## src/rtl/pbpm_pkg.sv

```systemverilog
// Shared types, widths and status codes for the packet buffer pool manager.
package pbpm_pkg;

    // Field widths fixed by the interface.
    localparam int IDX_W = 8;
    localparam int CNT_W = 9;
    localparam int LEN_W = 16;
    localparam int ST_W  = 3;

    // Default pool size and reset value of the interrupt reserve register.
    localparam int            POOL_SIZE_DEF   = 16;
    localparam logic [CNT_W-1:0] RESERVE_RESET = 9'd3;

    // Operation codes.
    localparam logic OP_GET     = 1'b0;
    localparam logic OP_RELEASE = 1'b1;

    // Result status codes.
    localparam logic [ST_W-1:0] STAT_GRANTED  = 3'd0;
    localparam logic [ST_W-1:0] STAT_EMPTY    = 3'd1;
    localparam logic [ST_W-1:0] STAT_RESERVE  = 3'd2;
    localparam logic [ST_W-1:0] STAT_RELEASED = 3'd3;
    localparam logic [ST_W-1:0] STAT_ALREADY  = 3'd4;
    localparam logic [ST_W-1:0] STAT_INVALID  = 3'd5;

    // One request beat.
    typedef struct packed {
        logic             operation;
        logic             from_interrupt;
        logic [IDX_W-1:0] release_index;
        logic [LEN_W-1:0] requested_length;
    } in_beat_t;

    // One result beat.
    typedef struct packed {
        logic [ST_W-1:0]  status;
        logic [IDX_W-1:0] granted_index;
        logic [CNT_W-1:0] free_count;
        logic [CNT_W-1:0] min_free_count;
    } out_beat_t;

    // Commands from the controller to the datapath.
    typedef struct packed {
        logic capture;  // latch the request and read the ring head
        logic commit;   // apply the decision and load the result register
    } pbpm_cmd_t;

endpackage

```

## src/rtl/pbpm_ctrl.sv

```systemverilog
// Controller state machine of the packet buffer pool manager.
module pbpm_ctrl
    import pbpm_pkg::*;
(
    input  logic      aclk,
    input  logic      aresetn,
    input  logic      s_valid,
    output logic      s_ready,
    output logic      m_valid,
    input  logic      m_ready,
    output pbpm_cmd_t cmd
);

    localparam logic [1:0] ST_IDLE   = 2'd0;
    localparam logic [1:0] ST_READ   = 2'd1;
    localparam logic [1:0] ST_DECIDE = 2'd2;

    logic [1:0] state_reg, state_next;
    logic       out_valid_reg, out_valid_next;
    logic       take;
    logic       commit;

    // The result register is free when empty or being drained this cycle.
    assign take    = s_valid && (state_reg == ST_IDLE);
    assign commit  = (state_reg == ST_DECIDE) && (!out_valid_reg || m_ready);
    assign s_ready = (state_reg == ST_IDLE);
    assign m_valid = out_valid_reg;

    assign cmd.capture = take;
    assign cmd.commit  = commit;

    // Next state: wait for a beat, read the ring, then commit the decision.
    always_comb begin
        state_next = state_reg;
        unique case (state_reg)
            ST_IDLE: begin
                if (take) begin
                    state_next = ST_READ;
                end
            end
            ST_READ: begin
                state_next = ST_DECIDE;
            end
            ST_DECIDE: begin
                if (commit) begin
                    state_next = ST_IDLE;
                end
            end
            default: begin
                state_next = ST_IDLE;
            end
        endcase
    end

    // Result valid flag.
    always_comb begin
        out_valid_next = out_valid_reg;
        if (commit) begin
            out_valid_next = 1'b1;
        end else if (m_ready) begin
            out_valid_next = 1'b0;
        end
    end

    always_ff @(posedge aclk) begin
        if (!aresetn) begin
            state_reg     <= ST_IDLE;
            out_valid_reg <= 1'b0;
        end else begin
            state_reg     <= state_next;
            out_valid_reg <= out_valid_next;
        end
    end

endmodule

```

## src/rtl/pbpm_datapath.sv

```systemverilog
// Datapath of the packet buffer pool manager: free ring, free bits and counters.
module pbpm_datapath
    import pbpm_pkg::*;
#(
    parameter int POOL_SIZE = POOL_SIZE_DEF
) (
    input  logic             aclk,
    input  logic             aresetn,
    input  pbpm_cmd_t        cmd,
    input  in_beat_t         s_data,
    input  logic             cfg_valid,
    input  logic [CNT_W-1:0] cfg_data,
    output out_beat_t        m_data
);

    localparam int PW = (POOL_SIZE > 1) ? $clog2(POOL_SIZE) : 1;
    localparam logic [PW-1:0]    PTR_LAST = PW'(POOL_SIZE - 1);
    localparam logic [CNT_W-1:0] POOL_CNT = CNT_W'(POOL_SIZE);

    // Free ring and recorded lengths.
    logic [IDX_W-1:0] ring_mem [POOL_SIZE];
    logic [LEN_W-1:0] len_mem  [POOL_SIZE];

    logic [PW-1:0]        head_reg, tail_reg;
    logic [CNT_W-1:0]     fill_reg;
    logic [CNT_W-1:0]     free_reg;
    logic [CNT_W-1:0]     low_reg;
    logic [CNT_W-1:0]     reserve_reg;
    logic [POOL_SIZE-1:0] is_free_reg;
    in_beat_t             req_reg;
    logic [IDX_W-1:0]     rd_reg;
    logic                 rd_fresh_reg;
    out_beat_t            res_reg;

    logic             is_get;
    logic             grant;
    logic             release_ok;
    logic             rel_in_range;
    logic [PW-1:0]    rel_ptr;
    logic [IDX_W-1:0] head_val;
    logic [PW-1:0]    grant_ptr;
    logic [CNT_W-1:0] free_next;
    logic [CNT_W-1:0] low_next;
    logic [ST_W-1:0]  status;

    // A ring slot never written since reset still holds its own position.
    assign head_val  = rd_fresh_reg ? IDX_W'(head_reg) : rd_reg;
    assign grant_ptr = head_val[PW-1:0];

    assign is_get       = (req_reg.operation == OP_GET);
    assign rel_in_range = ({1'b0, req_reg.release_index} < POOL_CNT);
    assign rel_ptr      = req_reg.release_index[PW-1:0];

    // Decision for the captured request.
    always_comb begin
        grant      = 1'b0;
        release_ok = 1'b0;
        if (is_get) begin
            if (free_reg == '0) begin
                status = STAT_EMPTY;
            end else if (req_reg.from_interrupt && (free_reg <= reserve_reg)) begin
                status = STAT_RESERVE;
            end else begin
                status = STAT_GRANTED;
                grant  = 1'b1;
            end
        end else begin
            if (!rel_in_range) begin
                status = STAT_INVALID;
            end else if (is_free_reg[rel_ptr]) begin
                status = STAT_ALREADY;
            end else begin
                status     = STAT_RELEASED;
                release_ok = 1'b1;
            end
        end
    end

    // Count and watermark after this request.
    always_comb begin
        free_next = free_reg;
        low_next  = low_reg;
        if (grant) begin
            free_next = free_reg - 1'b1;
            if (low_reg > free_next) begin
                low_next = free_next;
            end
        end else if (release_ok) begin
            free_next = free_reg + 1'b1;
        end
    end

    // Ring write on release, head read on capture, length record on grant.
    always_ff @(posedge aclk) begin
        if (cmd.commit && release_ok) begin
            ring_mem[tail_reg] <= req_reg.release_index;
        end
        if (cmd.commit && grant) begin
            len_mem[grant_ptr] <= req_reg.requested_length;
        end
        if (cmd.capture) begin
            rd_reg <= ring_mem[head_reg];
        end
    end

    // Request capture, the read-side flag and the result register.
    always_ff @(posedge aclk) begin
        if (cmd.capture) begin
            req_reg      <= s_data;
            rd_fresh_reg <= ({1'b0, head_reg} >= fill_reg);
        end
        if (cmd.commit) begin
            res_reg.status         <= status;
            res_reg.granted_index  <= grant ? head_val : '0;
            res_reg.free_count     <= free_next;
            res_reg.min_free_count <= low_next;
        end
    end

    // Pool state.
    always_ff @(posedge aclk) begin
        if (!aresetn) begin
            head_reg    <= '0;
            tail_reg    <= '0;
            fill_reg    <= '0;
            free_reg    <= POOL_CNT;
            low_reg     <= POOL_CNT;
            is_free_reg <= '1;
        end else if (cmd.commit) begin
            free_reg <= free_next;
            low_reg  <= low_next;
            if (grant) begin
                head_reg               <= (head_reg == PTR_LAST) ? '0 : head_reg + 1'b1;
                is_free_reg[grant_ptr] <= 1'b0;
            end
            if (release_ok) begin
                tail_reg             <= (tail_reg == PTR_LAST) ? '0 : tail_reg + 1'b1;
                is_free_reg[rel_ptr] <= 1'b1;
                if (fill_reg != POOL_CNT) begin
                    fill_reg <= fill_reg + 1'b1;
                end
            end
        end
    end

    // Reserve register.
    always_ff @(posedge aclk) begin
        if (!aresetn) begin
            reserve_reg <= RESERVE_RESET;
        end else if (cfg_valid) begin
            reserve_reg <= cfg_data;
        end
    end

    assign m_data = res_reg;

endmodule

```

## src/rtl/packet_buffer_pool_manager_top.sv

```systemverilog
// A request beat is accepted in the idle state, the registered read of the free ring
// head happens in the read state, and the decide state commits the result once the
// result register is free; a new request is taken only after that commit.
// Reset: synchronous, active low; the ring starts full of indices 0 to
// POOL_SIZE-1 through a fill count, so no clearing pass is needed.
// Top level of the packet buffer pool manager.
module packet_buffer_pool_manager_top
    import pbpm_pkg::*;
#(
    parameter int POOL_SIZE = POOL_SIZE_DEF
) (
    input  logic             aclk,
    input  logic             aresetn,
    input  logic             s_valid,
    output logic             s_ready,
    input  in_beat_t         s_data,
    output logic             m_valid,
    input  logic             m_ready,
    output out_beat_t        m_data,
    input  logic             cfg_valid,
    output logic             cfg_ready,
    input  logic [CNT_W-1:0] cfg_data
);

    pbpm_cmd_t cmd;

    // The reserve register takes a write in any cycle.
    assign cfg_ready = 1'b1;

    pbpm_ctrl u_ctrl (
        .aclk    (aclk),
        .aresetn (aresetn),
        .s_valid (s_valid),
        .s_ready (s_ready),
        .m_valid (m_valid),
        .m_ready (m_ready),
        .cmd     (cmd)
    );

    pbpm_datapath #(
        .POOL_SIZE (POOL_SIZE)
    ) u_datapath (
        .aclk      (aclk),
        .aresetn   (aresetn),
        .cmd       (cmd),
        .s_data    (s_data),
        .cfg_valid (cfg_valid),
        .cfg_data  (cfg_data),
        .m_data    (m_data)
    );

endmodule

```

## config.mk

```make
export PLATFORM = sky130hd
export DESIGN_NAME = packet_buffer_pool_manager_top
export DESIGN_NICKNAME = d
export VERILOG_FILES = /design/src/rtl/pbpm_pkg.sv /design/src/rtl/pbpm_ctrl.sv /design/src/rtl/pbpm_datapath.sv /design/src/rtl/packet_buffer_pool_manager_top.sv
export SDC_FILE = /design/constraint.sdc
export NUM_CORES = 1
export LEC_CHECK = 0
export ABC_AREA = 1
export BUFFER_PORTS_ARGS = -buffer_cell sky130_fd_sc_hd__buf_2
export CAP_MARGIN = 30
export CELL_PAD_IN_SITES_DETAIL_PLACEMENT = 1
export CELL_PAD_IN_SITES_GLOBAL_PLACEMENT = 1
export CORE_MARGIN = 4
export CORE_UTILIZATION = 50
export CTS_CLUSTER_DIAMETER = 30
export CTS_CLUSTER_SIZE = 30
export DETAILED_ROUTE_END_ITERATION = 8
export GPL_TIMING_DRIVEN = 0
export PLACE_DENSITY_LB_ADDON = 0.1
export SLEW_MARGIN = 20
export SYNTH_ARGS = -nofsm -noshare
export SYNTH_HDL_FRONTEND = slang
export SYNTH_SLANG_ARGS = --single-unit
```

## constraint.sdc

```tcl
create_clock -name aclk -period 7.9 [get_ports aclk]
set_input_delay 0.395 -clock aclk [delete_from_list [all_inputs] [get_ports aclk]]
set_output_delay 0.395 -clock aclk [all_outputs]
set_load 0.05 [all_outputs]
```

Word-level counts from Yosys, hierarchy flattened:

Memories as Yosys holds them, arrays and structs flattened. A register that Yosys moved wholly into a read port is not among the register bits.
Index checks and enable logic that the tools add are counted.

* add/subtract/negate cells: 5
* multiply operators: 0
* div/mod/pow operators: 0
* magnitude comparators: 8
* equal/unequal tests: 7
* shifts and indexed selects: 0
* multiplexer cells: 35
* bitwise operators: 4
* reduce and logical (&&, ||, !) cells: 16

Operator list (number)
* two-way mux 16 bit: 4
* two-way mux 9 bit: 4
* adder 9 x 1 -> 9 bit, second input constant: 2
* bitwise AND 16 bit: 1
* NOT 16 bit: 1
* OR 16 bit: 1
* two-way mux 1 bit: 13
* two-way mux 3 bit: 4
* two-way mux 4 bit: 3
* < comparator 4 x 5 -> 1 bit, second input constant: 2
* >= comparator 4 x 9 -> 1 bit: 1
* > comparator 9 bit: 1
* <= comparator 9 bit: 1
* logical NOT 9 bit: 1
* != test 9 x 5 -> 1 bit, second input constant: 1
* subtractor 9 x 1 -> 9 bit, second input constant: 1
* adder 4 x 1 -> 4 bit, second input constant: 2
* demux 1 bit (select 4 bit): 2
* == test 4 bit, second input constant: 2
* >= comparator 4 x 1 -> 1 bit, second input constant: 2
* < comparator 8 x 5 -> 1 bit, second input constant: 1
* logical AND 1 bit: 6
* two-way mux 2 bit: 3
* one-hot mux 2 bit (3 select lines): 1
* other kinds (12): 15

* bits in registers: 103
* latch bits: 0
* RAM bits: 128
* bits in read-only memories: 0
* output and inout bits: 32
* logic and storage cells: 94
* memories: 1

Memories
* u_datapath.ring_mem: depth 16, bits a word 8, rd ports 1, clocked after Yosys merged registers in 1, write ports 1, RTL line pbpm_datapath.sv:21 `logic [IDX_W-1:0] ring_mem [POOL_SIZE];`

Logic depth before layout (Yosys ltp):

* depth after elaboration: 12
* mapped depth: 19

Hierarchy:

Synthesis repeated with hierarchy kept, for this count alone.

* cell total of the unflattened synthesis: 1169
* area, all modules: 11075.6 sq um

By module, submodules not included
* pbpm_datapath: instances 1, cells an instance 1146, area each 10903.0 sq um, sequential area each 6486.2 sq um
* pbpm_ctrl: instances 1, cells an instance 21, area each 161.4 sq um, sequential area each 60.1 sq um
* packet_buffer_pool_manager_top: instances 1, cells an instance 2, area each 11.3 sq um, sequential area each 0.0 sq um

Least setup slack after synthesis:

No wires, ideal clock.

* path type: register to register
* start point: reg u_datapath.free_reg[0]
* end point: reg u_datapath.res_reg, in the netlist u_datapath.m_data[4] (data pin)
* arrival: 2398 ps
* slack: 5247 ps
* cell stages (with the launch flop): 14
* path buffers: 1
* path through: dfxtp_1 > inv_1 > ha_1 > nand3_1 > nor2_1 > xor2_1 > ha_1 > a21oi_1 > o21a_1 > nand3_1 > nand2_1 > clkbuf_1 > o21ai_0 > and2_1

* cells in the longest elaborated chain, start to end: 6
* elaborated cells on any way between the ends: 10
* those cells by class: 1 x add/sub; 2 x order compare; 5 x mux; 2 x reduce/logical

RTL lines
* start, declared: RTL line pbpm_datapath.sv:26 `logic [CNT_W-1:0] free_reg;`
* start signal, assigned: RTL line pbpm_datapath.sv:130 `free_reg <= free_next;`
* branches (longest 5 deep; another with subtractor 9 x 1 -> 9 bit)
* two-way mux 9 bit *: RTL line pbpm_datapath.sv:83 `if (grant) begin`
* net u_datapath.low_next[4]: RTL line pbpm_datapath.sv:43 `logic [CNT_W-1:0] low_next;`
* end, declared: RTL line pbpm_datapath.sv:33 `out_beat_t res_reg;`

Mark *: on every way through the listed nets, which the timed path passes.
A chain may end at the register's enable or synchronous reset.

Worst setup path in the final report:

* start point: reg u_datapath.req_reg, in the netlist u_datapath.rel_ptr[1]
* end point: mem u_datapath.ring_mem[10][4], enable pin

* cells in the longest elaborated chain, start to end: 8
* elaborated cells on any way between the ends: 9
* those cells by class: 1 x order compare; 7 x mux; 1 x reduce/logical

RTL lines
* start, declared: RTL line pbpm_datapath.sv:30 `in_beat_t req_reg;`
* start signal, assigned: RTL line pbpm_datapath.sv:109 `req_reg <= s_data;`
* binary-select mux 1 bit (select 4 bit): RTL line pbpm_datapath.sv:70 `end else if (is_free_reg[rel_ptr]) begin`
* two-way mux 1 bit (implied by the code): RTL line pbpm_datapath.sv:70
* two-way mux 1 bit: RTL line pbpm_datapath.sv:70
* two-way mux 1 bit *: RTL line pbpm_datapath.sv:68 `if (!rel_in_range) begin`
* two-way mux 1 bit *: RTL line pbpm_datapath.sv:58 `if (is_get) begin`
* logical AND 1 bit *: RTL line pbpm_datapath.sv:95 `if (cmd.commit && release_ok) begin`
* two-way mux 1 bit *: RTL line pbpm_datapath.sv:95
* two-way mux 1 bit (implied by the code) *: RTL line pbpm_datapath.sv:96 `ring_mem[tail_reg] <= req_reg.release_index;`
* end, declared: RTL line pbpm_datapath.sv:21

Every way passes the cells marked *; elsewhere a longest branch is shown, timed or not. The select of a mux whose other input is x is not followed.

==> impl_results.md <==
* Synth top area cells: edfxtp_1 48%, dfxtp_1 11%, nand2_1 8.9%, nor2_1 5.0%, o21ai_0 4.3%
* Crit path cell chain: buf_2 > inv_1 > nand2_1 > nand2_1 > nand2_1 > nand2_2 > nor2_8 > nand2_4 > inv_4 > nand2_8 > inv_4 > nand2_1 > nor2_1
* Setup crit start kind: flip-flop
* Post-synthesis mux area share at 0
* Status: finished clean
* # Post-CTS Setup Buffers at 0
* Ys flop type: edfxtp_1
* Post-synth EDFFs at 176
* Total Routing Usage GR at 0.291
* Ports at 72
* Gpl congestion at 0.928
* Fin. max-slew vios at 0
* CTS sink cnt at 239
* Final setup TNS at 0 ps
* CTS buffer count at 49
* FF+latch count, synth at 239
* Routed via count at 9195
* Initial Utilization at 0.516
* Crit path DAT at 3770 ps
* Core Area at 21300 um2
* # resized after CTS at 0
* Nets at 1326
* N_diodes at 0
* DR WL/cell at 22.7 um
* DRC errors left at 0
* LEAKAGE at 0.00539 uW
* ANT nets after route at 0
* Post-DP Area at 11600 um2
* Reg area at 6550 um2
* TritonCTS clock tree: yes
* Worst Max-Slew Pin Slew at 926 ps
* Flop2flop setup slack at 4290 ps
* Crit path kind: flip-flop to flip-flop
* Largest net degree at the start of global routing at 23
* Clock Skew at 19.0 ps
* Synthesized area at 11000 um2
* Die span in y at 156 um
* Total wire length at 35700 um
* Initial antenna violation count at 0
* Register area share after synthesis at 0.596
* Max FO, Critical Path at 17
* Detailed Routing Iterations Pass 1 at 7
* Std-Cell Rows at 53
* I/O Buffers at 54
* Largest family of logic cells by synthesized area: simple AND/OR/NAND/NOR gates
* Clk buf depth at 3
* Full die area at 24400 um2
* Synth Area in Simple Gates at 0.204
* Cells after Synth at 1146
* Metal-1 WL at 14200 um
* CP max stage delay at 940 ps
* XOR/XNOR Fraction of Synth Area at 0.0128
* Metal3 WL at 2460 um
* Fin. Hold Viols at 0
* Layout cell share with drive strength beyond 1 at 0.143
* Multi-input logic area at 3840 um2
* Crit path time final at 3610 ps
* DRT iter0 DRCs at 737
* Pwr Density at 286 nW/um2
* Hold buffer count at cts at 0
* Clk_lat worst skew at 550 ps
* Max-Slew Margin vs Limit at 0.381
* Vias/cell at 5.85
* Yosys top cell area share at 0.481
* Max reg flops at 128
* Vias in the first global route at 9857
* Met2 WL at 18000 um
* H-tree depth at 2
* Clk slew on worst S/H paths at 50 ps
* CP most frequent cell: nand2_1
* Asr flop ratio synth at 0
* Final Cycle Share at 0.457
* Most frequent cells in the layout: 260 x nand2_1, 176 x edfxtp_1, 146 x nor2_1, 95 x o21ai_0, 86 x inv_1
* Clock Tree Root: clkbuf_16
* Final setup fails at 0
* Cell taking the most area after synthesis: edfxtp_1
* Mapped Nets at 1217
* Worst min-delay path class: input pin to flip-flop
* Layout fillers at 2357
* Top sig layer: met4
* Crit path capture type: flip-flop
* Dpl hpwl at 22400 um
* Final hold slack at 26.6 ps
* Congestion Overflow GR at 0
* Final Cell Area at 13400 um2
* P&R area growth vs syn at 22.1%
* Maxcap violations at 0
* Die Span X at 156 um
* Peak Freq at 277 MHz
* Most common cell after layout, fill and taps aside: nand2_1
* Yosys warns at 0
* Final core occ at 0.630
* First-pass GRT wire length at 54700 um
* Synth Area in Compound Gates at 0.0968
* Post-Syn Area per Cell at 9.59 um2
* Worst path required time at 8070 ps
* RSZ-0062 raised after global routing: no
* Slowest cell on crit path: edfxtp_1
* Adder-Cell Fraction of Synth Area at 0.0353
* Netlist cell types at 45
* VDD IR max at 307 uV
==> critical path: cells and delay by family (launching register included) <==
kind / cells / cell delay, ps
flops: 1 / 940
buf+inv: 4 / 690
simple gates: 9 / 1580
==> cell usage after synthesis (2+ instances only) <==
| cell type | n |
|---|---|
| a21boi_0 | 2 |
| a21oi_1 | 54 |
| buf_2 | 4 |
| buf_4 | 3 |
| buf_6 | 5 |
| clkbuf_1 | 34 |
| clkinv_1 | 2 |
| dfxtp_1 | 63 |
| edfxtp_1 | 176 |
| ha_1 | 31 |
| inv_1 | 86 |
| inv_2 | 8 |
| inv_4 | 2 |
| nand2_1 | 260 |
| nand2_4 | 2 |
| nand3_1 | 68 |
| nand3b_1 | 3 |
| nand4_1 | 13 |
| nor2_1 | 147 |
| nor2_2 | 3 |
| nor2_4 | 2 |
| nor2_8 | 2 |
| nor3_1 | 7 |
| o211ai_1 | 4 |
| o21a_1 | 3 |
| o21ai_0 | 95 |
| o21ai_1 | 4 |
| o221ai_1 | 12 |
| o22ai_1 | 20 |
| or2_2 | 2 |
| xnor2_1 | 3 |
| xor2_1 | 13 |
==> logic make-up after synthesis <==
| kind of cell | after synthesis |
|---|---|
| and+or+nand+nor | 520 |
| DFF | 239 |
| AOI/OAI and AO/OA | 194 |
| buffers and inverters | 145 |
| adders and majority gates | 31 |
| xor gates and xnor gates | 16 |
| other | 1 |
==> through the flow <==
step | setup slack (ps) | total power [uW] | std cells
final | 4290 | 3840 | 1571
after global routing | 4100 | 3950 | 1571
after CTS | 4410 | 3850 | 1569
after detailed placement | 4470 | 1660 | 1477
after global placement | 4560 | 1650 | 1475
after floorplan | 5250 | 1580 | 1146
==> worst paths after layout <==
check / start / to / depth (start not counted)
max: u_datapath.rel_ptr[1] / u_datapath.ring_mem[10][4] / 13
min: s_data[18] / u_datapath.rel_ptr[2] / 1
max reg2reg: u_datapath.rel_ptr[1] / u_datapath.ring_mem[10][4] / 13
min reg2reg: u_datapath.is_free_reg[8] / u_datapath.is_free_reg[8] / 2
==> metal layers <==
layer  up-vias  global-route usage
met1      4569               0.364
met3       105              0.0611
met4         0              0.0971
li1       4144                   -
met5         -                   0
met2       377               0.507
==> where the power goes <==
part | leakage [uW] | internal (uW) | switching (uW)
logic | 0.00243 | 70.0 | 180
registers | 0.00211 | 1380 | 28.2
clock network | 0.000849 | 1470 | 713
total | 0.00539 | 2910 | 922
==> layout make-up <==
cell class	instances	area share
flip-flops and latches	239	0.488
multi-input cells	762	0.286
clock buffers	58	0.0962
clock inverters	34	0.0340
inverters	98	0.0278
well taps	275	0.0256
repair buffers	58	0.0250
plain buffers	47	0.0173
Note: power is estimated with default switching activity, not from simulation.
